`src/rtl/trw_pkg.sv`:
```
// Shared constants for the text reflow, indent and wrap block.
`default_nettype none

package trw_pkg;

    localparam int unsigned BYTE_W      = 8;
    localparam int unsigned COLUMN_W    = 8;
    localparam int unsigned INDENT_W    = 5;
    localparam int unsigned HEADER_W    = 16;
    localparam int unsigned CFG_DATA_W  = 16;
    localparam int unsigned CFG_INDEX_W = 1;

    localparam int unsigned MAX_INDENT_DEFAULT = 16;

    // Configuration register indexes.
    localparam logic [CFG_INDEX_W-1:0] CFG_MAX_COLUMN   = 1'd0;
    localparam logic [CFG_INDEX_W-1:0] CFG_HEADER_BYTES = 1'd1;

    // Reset values of the configuration registers.
    localparam logic [COLUMN_W-1:0] MAX_COLUMN_RESET   = 8'd78;
    localparam logic [HEADER_W-1:0] HEADER_BYTES_RESET = 16'd1536;

    // Character codes.
    localparam logic [BYTE_W-1:0] CH_NUL   = 8'h00;
    localparam logic [BYTE_W-1:0] CH_BS    = 8'h08;
    localparam logic [BYTE_W-1:0] CH_TAB   = 8'h09;
    localparam logic [BYTE_W-1:0] CH_LF    = 8'h0A;
    localparam logic [BYTE_W-1:0] CH_CR    = 8'h0D;
    localparam logic [BYTE_W-1:0] CH_TERM  = 8'h1A;
    localparam logic [BYTE_W-1:0] CH_SPACE = 8'h20;

    // Column step of one emitted tab.
    localparam logic [COLUMN_W:0] TAB_WIDTH = 9'd8;

endpackage

`default_nettype wire

```
`src/rtl/text_reflow_indent_wrap_top.sv`:
```
// Top level of the text reflow block: header skip, indentation, wrapping and termination.
//
//   Channel | Direction | Handshake           | Payload
//   --------+-----------+---------------------+---------------------------------------
//   in      | input     | in_valid / in_stall | in_byte, end_of_input
//   out     | output    | out_valid/out_stall | out_byte, last_of_run, finished
//   cfg     | input     | cfg_wr_en           | cfg_index, cfg_data
//
// An input beat is taken only while the sequencer is idle; it then emits its result bytes
// one per cycle through the output register while the output does not stall, and keeps
// the input stalled until the last is placed; a beat with no result does not stall it.
// The one saturating column adder is shared by the tab and character steps. A stall on
// the output holds the sequencer in place. Reset clears the indent, column and finished
// state, restores the register defaults and reloads the header count.
`default_nettype none

module text_reflow_indent_wrap_top
    import trw_pkg::*;
#(
    parameter int unsigned MAX_INDENT = MAX_INDENT_DEFAULT
)
(
    input  wire logic                   clk,
    input  wire logic                   rst_n,

    input  wire logic                   in_valid,
    output logic                        in_stall,
    input  wire logic [BYTE_W-1:0]      in_byte,
    input  wire logic                   end_of_input,

    output logic                        out_valid,
    input  wire logic                   out_stall,
    output logic [BYTE_W-1:0]           out_byte,
    output logic                        last_of_run,
    output logic                        finished,

    input  wire logic                   cfg_wr_en,
    input  wire logic [CFG_INDEX_W-1:0] cfg_index,
    input  wire logic [CFG_DATA_W-1:0]  cfg_data
);

    localparam logic [INDENT_W-1:0] INDENT_LIMIT = INDENT_W'(MAX_INDENT);

    // Sequencer steps: each busy state places exactly one byte in the output register.
    typedef enum logic [2:0] {
        S_IDLE,
        S_TAB,
        S_CHAR,
        S_CR,
        S_LF,
        S_TERM
    } state_t;

    state_t                 state_reg,      state_next;
    logic [INDENT_W-1:0]    indent_reg,     indent_next;
    logic [COLUMN_W-1:0]    column_reg,     column_next;
    logic [HEADER_W-1:0]    header_left_reg, header_left_next;
    logic                   done_reg,       done_next;
    logic [COLUMN_W-1:0]    max_column_reg, max_column_next;
    logic [INDENT_W-1:0]    tab_cnt_reg,    tab_cnt_next;
    logic [BYTE_W-1:0]      char_reg,       char_next;
    logic                   term_reg,       term_next;

    logic                   out_valid_reg,  out_valid_next;
    logic [BYTE_W-1:0]      out_byte_reg,   out_byte_next;
    logic                   out_last_reg,   out_last_next;
    logic                   out_fin_reg,    out_fin_next;

    logic                   in_accept;
    logic                   slot_free;
    logic                   is_term;
    logic [COLUMN_W:0]      col_step;
    logic [COLUMN_W:0]      col_sum;
    logic [COLUMN_W-1:0]    col_sat;
    logic                   wrap;

    assign in_stall    = (state_reg != S_IDLE);
    assign in_accept   = in_valid && !in_stall;
    assign slot_free   = !out_valid_reg || !out_stall;

    assign out_valid   = out_valid_reg;
    assign out_byte    = out_byte_reg;
    assign last_of_run = out_last_reg;
    assign finished    = out_fin_reg;

    // The one shared unit: a saturating adder on the column count.
    assign col_step = (state_reg == S_TAB) ? TAB_WIDTH : (COLUMN_W+1)'(1);
    assign col_sum  = {1'b0, column_reg} + col_step;
    assign col_sat  = col_sum[COLUMN_W] ? {COLUMN_W{1'b1}} : col_sum[COLUMN_W-1:0];
    assign wrap     = (char_reg == CH_SPACE) && (col_sat > max_column_reg);

    assign is_term = end_of_input
                  || ((header_left_reg == '0) && ((in_byte == CH_NUL) || (in_byte == CH_TERM)));

    always_comb
    begin
        state_next       = state_reg;
        indent_next      = indent_reg;
        column_next      = column_reg;
        header_left_next = header_left_reg;
        done_next        = done_reg;
        max_column_next  = max_column_reg;
        tab_cnt_next     = tab_cnt_reg;
        char_next        = char_reg;
        term_next        = term_reg;
        out_valid_next   = out_valid_reg && out_stall;
        out_byte_next    = out_byte_reg;
        out_last_next    = out_last_reg;
        out_fin_next     = out_fin_reg;

        // Configuration writes must arrive only while the block is idle; the block does not enforce it.
        if (cfg_wr_en)
        begin
            unique case (cfg_index)
                CFG_MAX_COLUMN:   max_column_next  = cfg_data[COLUMN_W-1:0];
                CFG_HEADER_BYTES: header_left_next = cfg_data[HEADER_W-1:0];
                default:          ;
            endcase
        end

        unique case (state_reg)
            S_IDLE:
            begin
                if (in_accept && !done_reg)
                begin
                    priority if (is_term)
                    begin
                        term_next  = 1'b1;
                        done_next  = 1'b1;
                        state_next = S_CR;
                    end
                    else if (header_left_reg != '0)
                    begin
                        header_left_next = header_left_reg - HEADER_W'(1);
                    end
                    else if (in_byte == CH_TAB)
                    begin
                        if (indent_reg < INDENT_LIMIT)
                        begin
                            indent_next = indent_reg + INDENT_W'(1);
                        end
                    end
                    else if (in_byte == CH_BS)
                    begin
                        if (indent_reg != '0)
                        begin
                            indent_next = indent_reg - INDENT_W'(1);
                        end
                    end
                    else if (in_byte == CH_CR)
                    begin
                        term_next   = 1'b0;
                        column_next = '0;
                        state_next  = S_CR;
                    end
                    else
                    begin
                        char_next    = in_byte;
                        tab_cnt_next = indent_reg;
                        if ((column_reg == '0) && (indent_reg != '0))
                        begin
                            state_next = S_TAB;
                        end
                        else
                        begin
                            state_next = S_CHAR;
                        end
                    end
                end
            end

            S_TAB:
            begin
                if (slot_free)
                begin
                    out_valid_next = 1'b1;
                    out_byte_next  = CH_TAB;
                    out_last_next  = 1'b0;
                    out_fin_next   = 1'b0;
                    column_next    = col_sat;
                    tab_cnt_next   = tab_cnt_reg - INDENT_W'(1);
                    if (tab_cnt_reg == INDENT_W'(1))
                    begin
                        state_next = S_CHAR;
                    end
                end
            end

            S_CHAR:
            begin
                if (slot_free)
                begin
                    out_valid_next = 1'b1;
                    out_byte_next  = char_reg;
                    out_last_next  = !wrap;
                    out_fin_next   = 1'b0;
                    if (wrap)
                    begin
                        column_next = '0;
                        term_next   = 1'b0;
                        state_next  = S_CR;
                    end
                    else
                    begin
                        column_next = col_sat;
                        state_next  = S_IDLE;
                    end
                end
            end

            S_CR:
            begin
                if (slot_free)
                begin
                    out_valid_next = 1'b1;
                    out_byte_next  = CH_CR;
                    out_last_next  = 1'b0;
                    out_fin_next   = term_reg;
                    state_next     = S_LF;
                end
            end

            S_LF:
            begin
                if (slot_free)
                begin
                    out_valid_next = 1'b1;
                    out_byte_next  = CH_LF;
                    out_last_next  = !term_reg;
                    out_fin_next   = term_reg;
                    state_next     = term_reg ? S_TERM : S_IDLE;
                end
            end

            S_TERM:
            begin
                if (slot_free)
                begin
                    out_valid_next = 1'b1;
                    out_byte_next  = CH_TERM;
                    out_last_next  = 1'b1;
                    out_fin_next   = 1'b1;
                    state_next     = S_IDLE;
                end
            end

            default:
            begin
                state_next = S_IDLE;
            end
        endcase
    end

    always_ff @(posedge clk or negedge rst_n)
    begin
        if (!rst_n)
        begin
            state_reg       <= S_IDLE;
            indent_reg      <= '0;
            column_reg      <= '0;
            header_left_reg <= HEADER_BYTES_RESET;
            done_reg        <= 1'b0;
            max_column_reg  <= MAX_COLUMN_RESET;
            tab_cnt_reg     <= '0;
            char_reg        <= '0;
            term_reg        <= 1'b0;
            out_valid_reg   <= 1'b0;
            out_byte_reg    <= '0;
            out_last_reg    <= 1'b0;
            out_fin_reg     <= 1'b0;
        end
        else
        begin
            state_reg       <= state_next;
            indent_reg      <= indent_next;
            column_reg      <= column_next;
            header_left_reg <= header_left_next;
            done_reg        <= done_next;
            max_column_reg  <= max_column_next;
            tab_cnt_reg     <= tab_cnt_next;
            char_reg        <= char_next;
            term_reg        <= term_next;
            out_valid_reg   <= out_valid_next;
            out_byte_reg    <= out_byte_next;
            out_last_reg    <= out_last_next;
            out_fin_reg     <= out_fin_next;
        end
    end

endmodule

`default_nettype wire
```
`config.mk`:
```
export PLATFORM = sky130hd
export DESIGN_NAME = text_reflow_indent_wrap_top
export DESIGN_NICKNAME = d
export VERILOG_FILES = /design/src/rtl/trw_pkg.sv /design/src/rtl/text_reflow_indent_wrap_top.sv
export SDC_FILE = /design/constraint.sdc
export NUM_CORES = 1
export LEC_CHECK = 0
export BUFFER_PORTS_ARGS = -buffer_cell sky130_fd_sc_hd__buf_2
export CAP_MARGIN = 20
export CORE_ASPECT_RATIO = 0.9
export CORE_MARGIN = 5
export CORE_UTILIZATION = 59
export CTS_CLUSTER_SIZE = 24
export DETAILED_ROUTE_END_ITERATION = 6
export GPL_TIMING_DRIVEN = 0
export PLACE_DENSITY = 0.88
export SYNTH_ARGS = -nofsm -noshare
export SYNTH_HDL_FRONTEND = slang
export SYNTH_SLANG_ARGS = --single-unit
```
`constraint.sdc`:
```
create_clock -name clk -period 4.4 [get_ports clk]
set_input_delay 0.66 -clock clk [delete_from_list [all_inputs] [get_ports clk]]
set_output_delay 0.66 -clock clk [all_outputs]
set_load 0.05 [all_outputs]
```
; After elaboration in Yosys (flattened, before gate mapping)
; Cells that the tools add are included.
[word_totals]
register_bits = 66
in_bits = 31
output_inout_bits = 12
elab_cells = 174
[classes]
n_addsub = 5
n_lt_le_gt_ge = 2
n_eq_ne = 33
muxes = 70
bitwise = 6
reduce_logical = 45
[op_table]
columns = cell, n
row1 = 2-to-1 mux 8 bit, 15
row2 = 2-to-1 mux 16 bit, 6
row3 = 2-to-1 mux 5 bit, 11
row4 = one-hot mux 8 bit (5 select lines), 1
row5 = 2-to-1 mux 3 bit, 12
row6 = "inequality test 2 bit, second input constant", 13
row7 = "equality test 8 x 4 -> 1 bit, second input constant", 3
row8 = one-hot mux 8 bit (3 select lines), 1
row9 = one-hot mux 3 bit (6 select lines), 1
row10 = zero test 16 bit, 1
row11 = zero test 8 bit, 2
row12 = AND reduction 8 bit, 2
row13 = nonzero test 16 bit, 1
row14 = "subtractor 16 x 1 -> 16 bit, second input constant", 1
row15 = 2-to-1 mux 1 bit, 15
row16 = AND reduction 7 bit, 2
row17 = "inequality test 3 bit, second input constant", 4
row18 = "inequality test 2 x 1 -> 1 bit, second input constant", 5
row19 = one-hot mux 5 bit (2 select lines), 1
row20 = AND reduction 10 bit, 1
row21 = nonzero test 5 bit, 2
row22 = "subtractor 5 x 1 -> 5 bit, second input constant", 2
row23 = adder 8 x 4 -> 9 bit, 1
row24 = AND reduction 9 bit, 1
row25 = 29 further kinds, 57

; Longest topological paths before layout
[logic_depth]
depth_word = 10
mapped_depth = 16
depth_no_buf = 15

; Least setup slack after synthesis
; OpenSTA, ideal clock, no wires.
[synth_path]
path_type = register to register
startpoint = register state_reg[1]
endpoint = register column_reg[1]
setup_ns = 0.121
arrival_ns = 3.341
t_required_ns = 4.279
slack_ns = 0.938
path_stages_with_launch = 16
path_buffers = 1
synth_period_minus_slack_ns = 3.462
path_cell_list = dfrtp_1 > buf_2 > nor2_1 > nand2_1 > clkinv_1 > ha_1 > and4_1 > o21ai_0 > nor2_1 > mux2_2 > ha_1 > o2111ai_1 > a21o_1 > a221oi_1 > nor2_1 > a22o_1
[synth_via]
elab_chain_cells = 9
elab_cells_between_ends = 26
classes_between = 1 x add/sub / 1 x order compare / 10 x eq/ne / 6 x mux / 8 x reduce/logical
[synth_rtl]
columns = element, line_no
row1 = from (decl), text_reflow_indent_wrap_top.sv:54  ; state_t state_reg, state_next;
row2 = from (signal assigned), text_reflow_indent_wrap_top.sv:274  ; state_reg <= state_next;
row3 = equality test 3 x 1 -> 1 bit, "text_reflow_indent_wrap_top.sv:87, text_reflow_indent_wrap_top.sv:121"
row4 = 2-to-1 mux 4 bit, text_reflow_indent_wrap_top.sv:87  ; assign col_step = (state_reg == S_TAB) ? TAB_WIDTH : (COLUMN_W+1)'(1);
row5 = adder 8 x 4 -> 9 bit, text_reflow_indent_wrap_top.sv:88  ; assign col_sum = {1'b0, column_reg} + col_step;
row6 = 2-to-1 mux 8 bit, text_reflow_indent_wrap_top.sv:89  ; assign col_sat = col_sum[COLUMN_W] ? {COLUMN_W{1'b1}} : col_sum[COLUMN_W-1:0];
row7 = > comparator 8 bit, text_reflow_indent_wrap_top.sv:90  ; assign wrap = (char_reg == CH_SPACE) && (col_sat > max_column_reg);
row8 = logical AND 1 bit, text_reflow_indent_wrap_top.sv:90
row9 = 2-to-1 mux 8 bit, text_reflow_indent_wrap_top.sv:197  ; if (wrap)
row10 = 2-to-1 mux 8 bit, text_reflow_indent_wrap_top.sv:191  ; if (slot_free)
row11 = one-hot mux 8 bit (3 select lines), text_reflow_indent_wrap_top.sv:121  ; unique case (state_reg)
row12 = to (signal assigned), text_reflow_indent_wrap_top.sv:276  ; column_reg <= column_next;
row13 = to (decl), text_reflow_indent_wrap_top.sv:56  ; logic [COLUMN_W-1:0] column_reg, column_next;
; Parallel ways exist; a longest one is shown, timed or not. The select of a mux whose other input is x is not followed.
; A chain may end at the register's enable or synchronous reset.

; Final worst setup path
[layout_path]
startpoint = register state_reg[1]
endpoint = register out_last_reg (netlist: last_of_run)
[layout_via]
elab_chain_cells = 9
elab_cells_between_ends = 20
classes_between = 1 x add/sub / 1 x order compare / 9 x eq/ne / 4 x mux / 5 x reduce/logical
[layout_rtl]
columns = element, line_no
row1 = equality test 3 x 1 -> 1 bit, "text_reflow_indent_wrap_top.sv:87, text_reflow_indent_wrap_top.sv:121"
row2 = 2-to-1 mux 4 bit, text_reflow_indent_wrap_top.sv:87
row3 = adder 8 x 4 -> 9 bit, text_reflow_indent_wrap_top.sv:88
row4 = 2-to-1 mux 8 bit, text_reflow_indent_wrap_top.sv:89
row5 = > comparator 8 bit, text_reflow_indent_wrap_top.sv:90
row6 = logical AND 1 bit, text_reflow_indent_wrap_top.sv:90
row7 = zero test 1 bit, text_reflow_indent_wrap_top.sv:195  ; out_last_next = !wrap;
row8 = 2-to-1 mux 1 bit, text_reflow_indent_wrap_top.sv:191
row9 = one-hot mux 1 bit (4 select lines), text_reflow_indent_wrap_top.sv:121
row10 = to (signal assigned), text_reflow_indent_wrap_top.sv:285  ; out_last_reg <= out_last_next;
row11 = to (decl), text_reflow_indent_wrap_top.sv:66  ; logic out_last_reg, out_last_next;
; Parallel ways exist; a longest one is shown, timed or not. The select of a mux whose other input is x is not followed.

==> impl_metrics.csv <==
group,metric,value,unit
logic_synthesis,yosys-top-cells-area,"dfrtp_1 (37%), o21ai_0 (6.1%), nand2_1 (5.8%)",
floorplanning,row_count,28,
layout,diodes,0,
clock_tree,cts_buffer_depth,2,
flow_run,maxCapViolations,0,
clock_tree,cts_buffers,9,
route,vias,3885,
grt,grt_pass1_wl,16.83,mm
place,post_dp_cell_area,4432,um2
logic_synthesis,synthArstFlopShare,100.0,%
grt,antenna_found_initial,0,
route,drtPass1Iterations,6,
route,viasPerCell,6.358,
layout,nNetsFinal,565,
layout,largest_reg_flops,16,
layout,final_cells,611,
logic_synthesis,ys_warn_count,0,
floorplanning,fp.coreArea,6691,um2
logic_synthesis,synth_cell_types,67,
setup_path,critPathArrivalTime,4.30,ns
setup_path,r2r-start,"state_reg[1]",
clock_tree,clock_sinks,66,
setup_path,r2r_cells,15,
grt,overflow,0,
layout,multi_input_area,2292,um2
place,dp.cells,595,
timing,slew_headroom,43.04,%
pwr,ir_worst_vdd,214.4,uV
timing,skew,0.009713,ns
logic_synthesis,synth.yosys.seq_area_share,40.35,%
logic_synthesis,netlist_instances,464,
floorplanning,die_height,89.20,um
grt,track_usage,24.00,%
logic_synthesis,syn_area_per_cell,8.861,um2
floorplanning,die-area,8741,um2
place,portBuffers,41,
route,wl,10.35,mm
layout,regArea,1659,um2
setup_path,critPathCaptureType,"register",
clock_tree,cts_hold_buffers,0,
clock_tree,path_clk_slew,0.08,ns
pwr,power_density,554.3,nW/um2
layout,fillCellCount,490,
floorplanning,num_io_pins,43,
timing,tightestPinTransition,0.8544,ns
setup_path,cp_max_fo,10,
logic_synthesis,netlist_area,4111,um2
logic_synthesis,syn-num-nets,513,
min_path,hold_path.class,"in -> async",
timing,final_max_slew_viol_count,0,
clock_tree,root_buffer,"clkbuf_8",
layout,drive_gt1_share,18.04,%
route,drc,0,
layout,area_delta_synth_final,13.79,%
logic_synthesis,synth_top_area_share,36.52,%
floorplanning,dieWidth,98.00,um
timing,hold_viol,0,
logic_synthesis,synth_top_area_cell,"dfrtp_1",
setup_path,rrSetupSlack,0.34,ns
timing,hold-worst-slack,0.3973,ns
clock_tree,h-tree-depth,3,
setup_path,crit_type,"reg -> reg",
grt,grt_max_degree,67,
setup_path,crit_start,"state_reg[1]",
timing,fin_crit_sh,92.27,%
run_status,status,"finished, final reports clean",
setup_path,timing.critical_path.required,4.64,ns
logic_synthesis,ys.flop_type,"dfrtp_1",
timing,fmax,246.3,MHz
timing,setup_viol,0,
place,gp_congestion,0.9106,
route,wl_per_cell,16.95,um
logic_synthesis,synth_edf_count,0,
timing,setup_tns,0,ns
layout,final_util,69.91,%
place,dp_hpwl,7.499,mm
route,drt_iter0_markers,341,
logic_synthesis,synth_seq_cells,66,
setup_path,startpoint_type,"register",
route,ant_nets,0,
layout,fin_area,4678,um2
clock_tree,cts_tree,"built",
setup_path,r2r_end,"last_of_run",
timing,period_needed,4.060,ns
timing,rsz0062_at_grt,"no",
pwr,leakage,2.065,nW
floorplanning,start_util,61.44,%
clock_tree,insertion_delay,0.35,ns
grt,first_global_vias,3545,
==> cell usage in the layout, fill, tap and decap left out, drive strengths merged, types with 3 or more instances in the layout <==
master | netlist | routed
nand2 | 63 | 63
dfrtp | 60 | 60
o21ai | 51 | 51
buf | 3 | 44
nor2 | 36 | 36
a21oi | 31 | 31
clkbuf | 15 | 26
inv | 24 | 25
nand3 | 17 | 17
ha | 17 | 17
nor3 | 13 | 13
mux2 | 11 | 11
nand4 | 8 | 8
nor4 | 8 | 8
a31oi | 6 | 6
nor3b | 6 | 6
dfstp | 6 | 6
xor2 | 5 | 5
a211oi | 5 | 5
o211ai | 5 | 5
a21o | 5 | 5
a22o | 5 | 5
nand2b | 4 | 4
nor2b | 3 | 3
or3 | 3 | 3
a221o | 3 | 3
a32oi | 3 | 3
o22ai | 3 | 3
xnor2 | 3 | 3
and3 | 3 | 3
nor4b | 3 | 3
a21boi | 3 | 3
==> worst max-delay path by stage <==
stage / endpoint
after global routing: column_reg[2]
final: last_of_run
after floorplan: column_reg[1]
after CTS: column_reg[2]
after global placement: column_reg[3]
after detailed placement: column_reg[1]
==> layer usage <==
metal / share of wire, % / track usage, % / vias up
met2: 47 / 38.44 / 176
met4: 2.5 / 10.19 / 0
met1: 42 / 30.83 / 1864
li1: - / - / 1816
met5: 0 / 0 / -
met3: 8.3 / 7.020 / 29
==> cell type report <==
class / instances / area share [%]
Inverter: 25 / 2.086
Clock buffer: 11 / 3.236
Multi-Input combinational cell: 355 / 49.00
Tap cell: 90 / 2.407
Buffer: 18 / 1.551
Clock inverter: 5 / 1.819
Sequential cell: 66 / 35.46
Timing Repair Buffer: 41 / 4.440
==> worst max-delay path, cell delays in order (launching register included) <==
cell	delay, ns
dfrtp_1	0.33
buf_2	0.21
nor2_1	0.12
nand2_1	0.28
clkinvlp_4	0.30
ha_1	0.39
and4_1	0.22
o21ai_0	0.12
nor2_1	0.15
mux2_2	0.37
ha_1	0.35
o2111ai_1	0.12
a21o_1	0.20
a31oi_1	0.36
a21oi_1	0.15
o31a_1	0.26
==> metrics by stage <==
step / worst slack (ns) / total power [mW]
finish: 0.3401 / 2.593
global route: 0.06149 / 2.761
CTS: 0.2113 / 2.573
detailed placement: 0.2385 / 1.963
global placement: 0.3760 / 1.912
floorplan: 0.9382 / 1.682
==> report_power, final <==
| group | internal (mW) | switching, mW |
|---|---|---|
| registers | 0.743 | 0.138 |
| clock network | 0.353 | 0.258 |
| logic | 0.374 | 0.728 |
| total | 1.47 | 1.12 |
==> repair_timing <==
action,in CTS,in global routing
endpoints found under the setup margin,0,7
resized for setup,0,2
buffers inserted,0,0
==> Yosys cell counts, types with 6 or more instances <==
master and count:
nor2_1 36, dfstp_2 6, nand3_1 17, nand2_1 63, nand4_1 7, mux2_2 11
nor4_1 6, a31oi_1 6, a21oi_1 31, inv_1 24, clkbuf_1 14, nor3_1 11
nor3b_1 6, dfrtp_1 60, o21ai_0 50, ha_1 17
==> cell families (layout without fill, tap and decap cells) <==
logic type / count (synthesis) / in the layout / share of synthesized area [%]
AND/OR/NAND/NOR: 179 / 179 / 23.37
adder cells (fa/ha/maj): 18 / 18 / 5.660
multiplexers: 11 / 11 / 3.013
flip-flops: 66 / 66 / 40.35
AO/OA/AOI/OAI: 139 / 139 / 21.85
buffers and inverters: 43 / 100 / 4.047
XOR/XNOR: 8 / 8 / 1.704
Note: power is estimated with default switching activity, not from simulation.
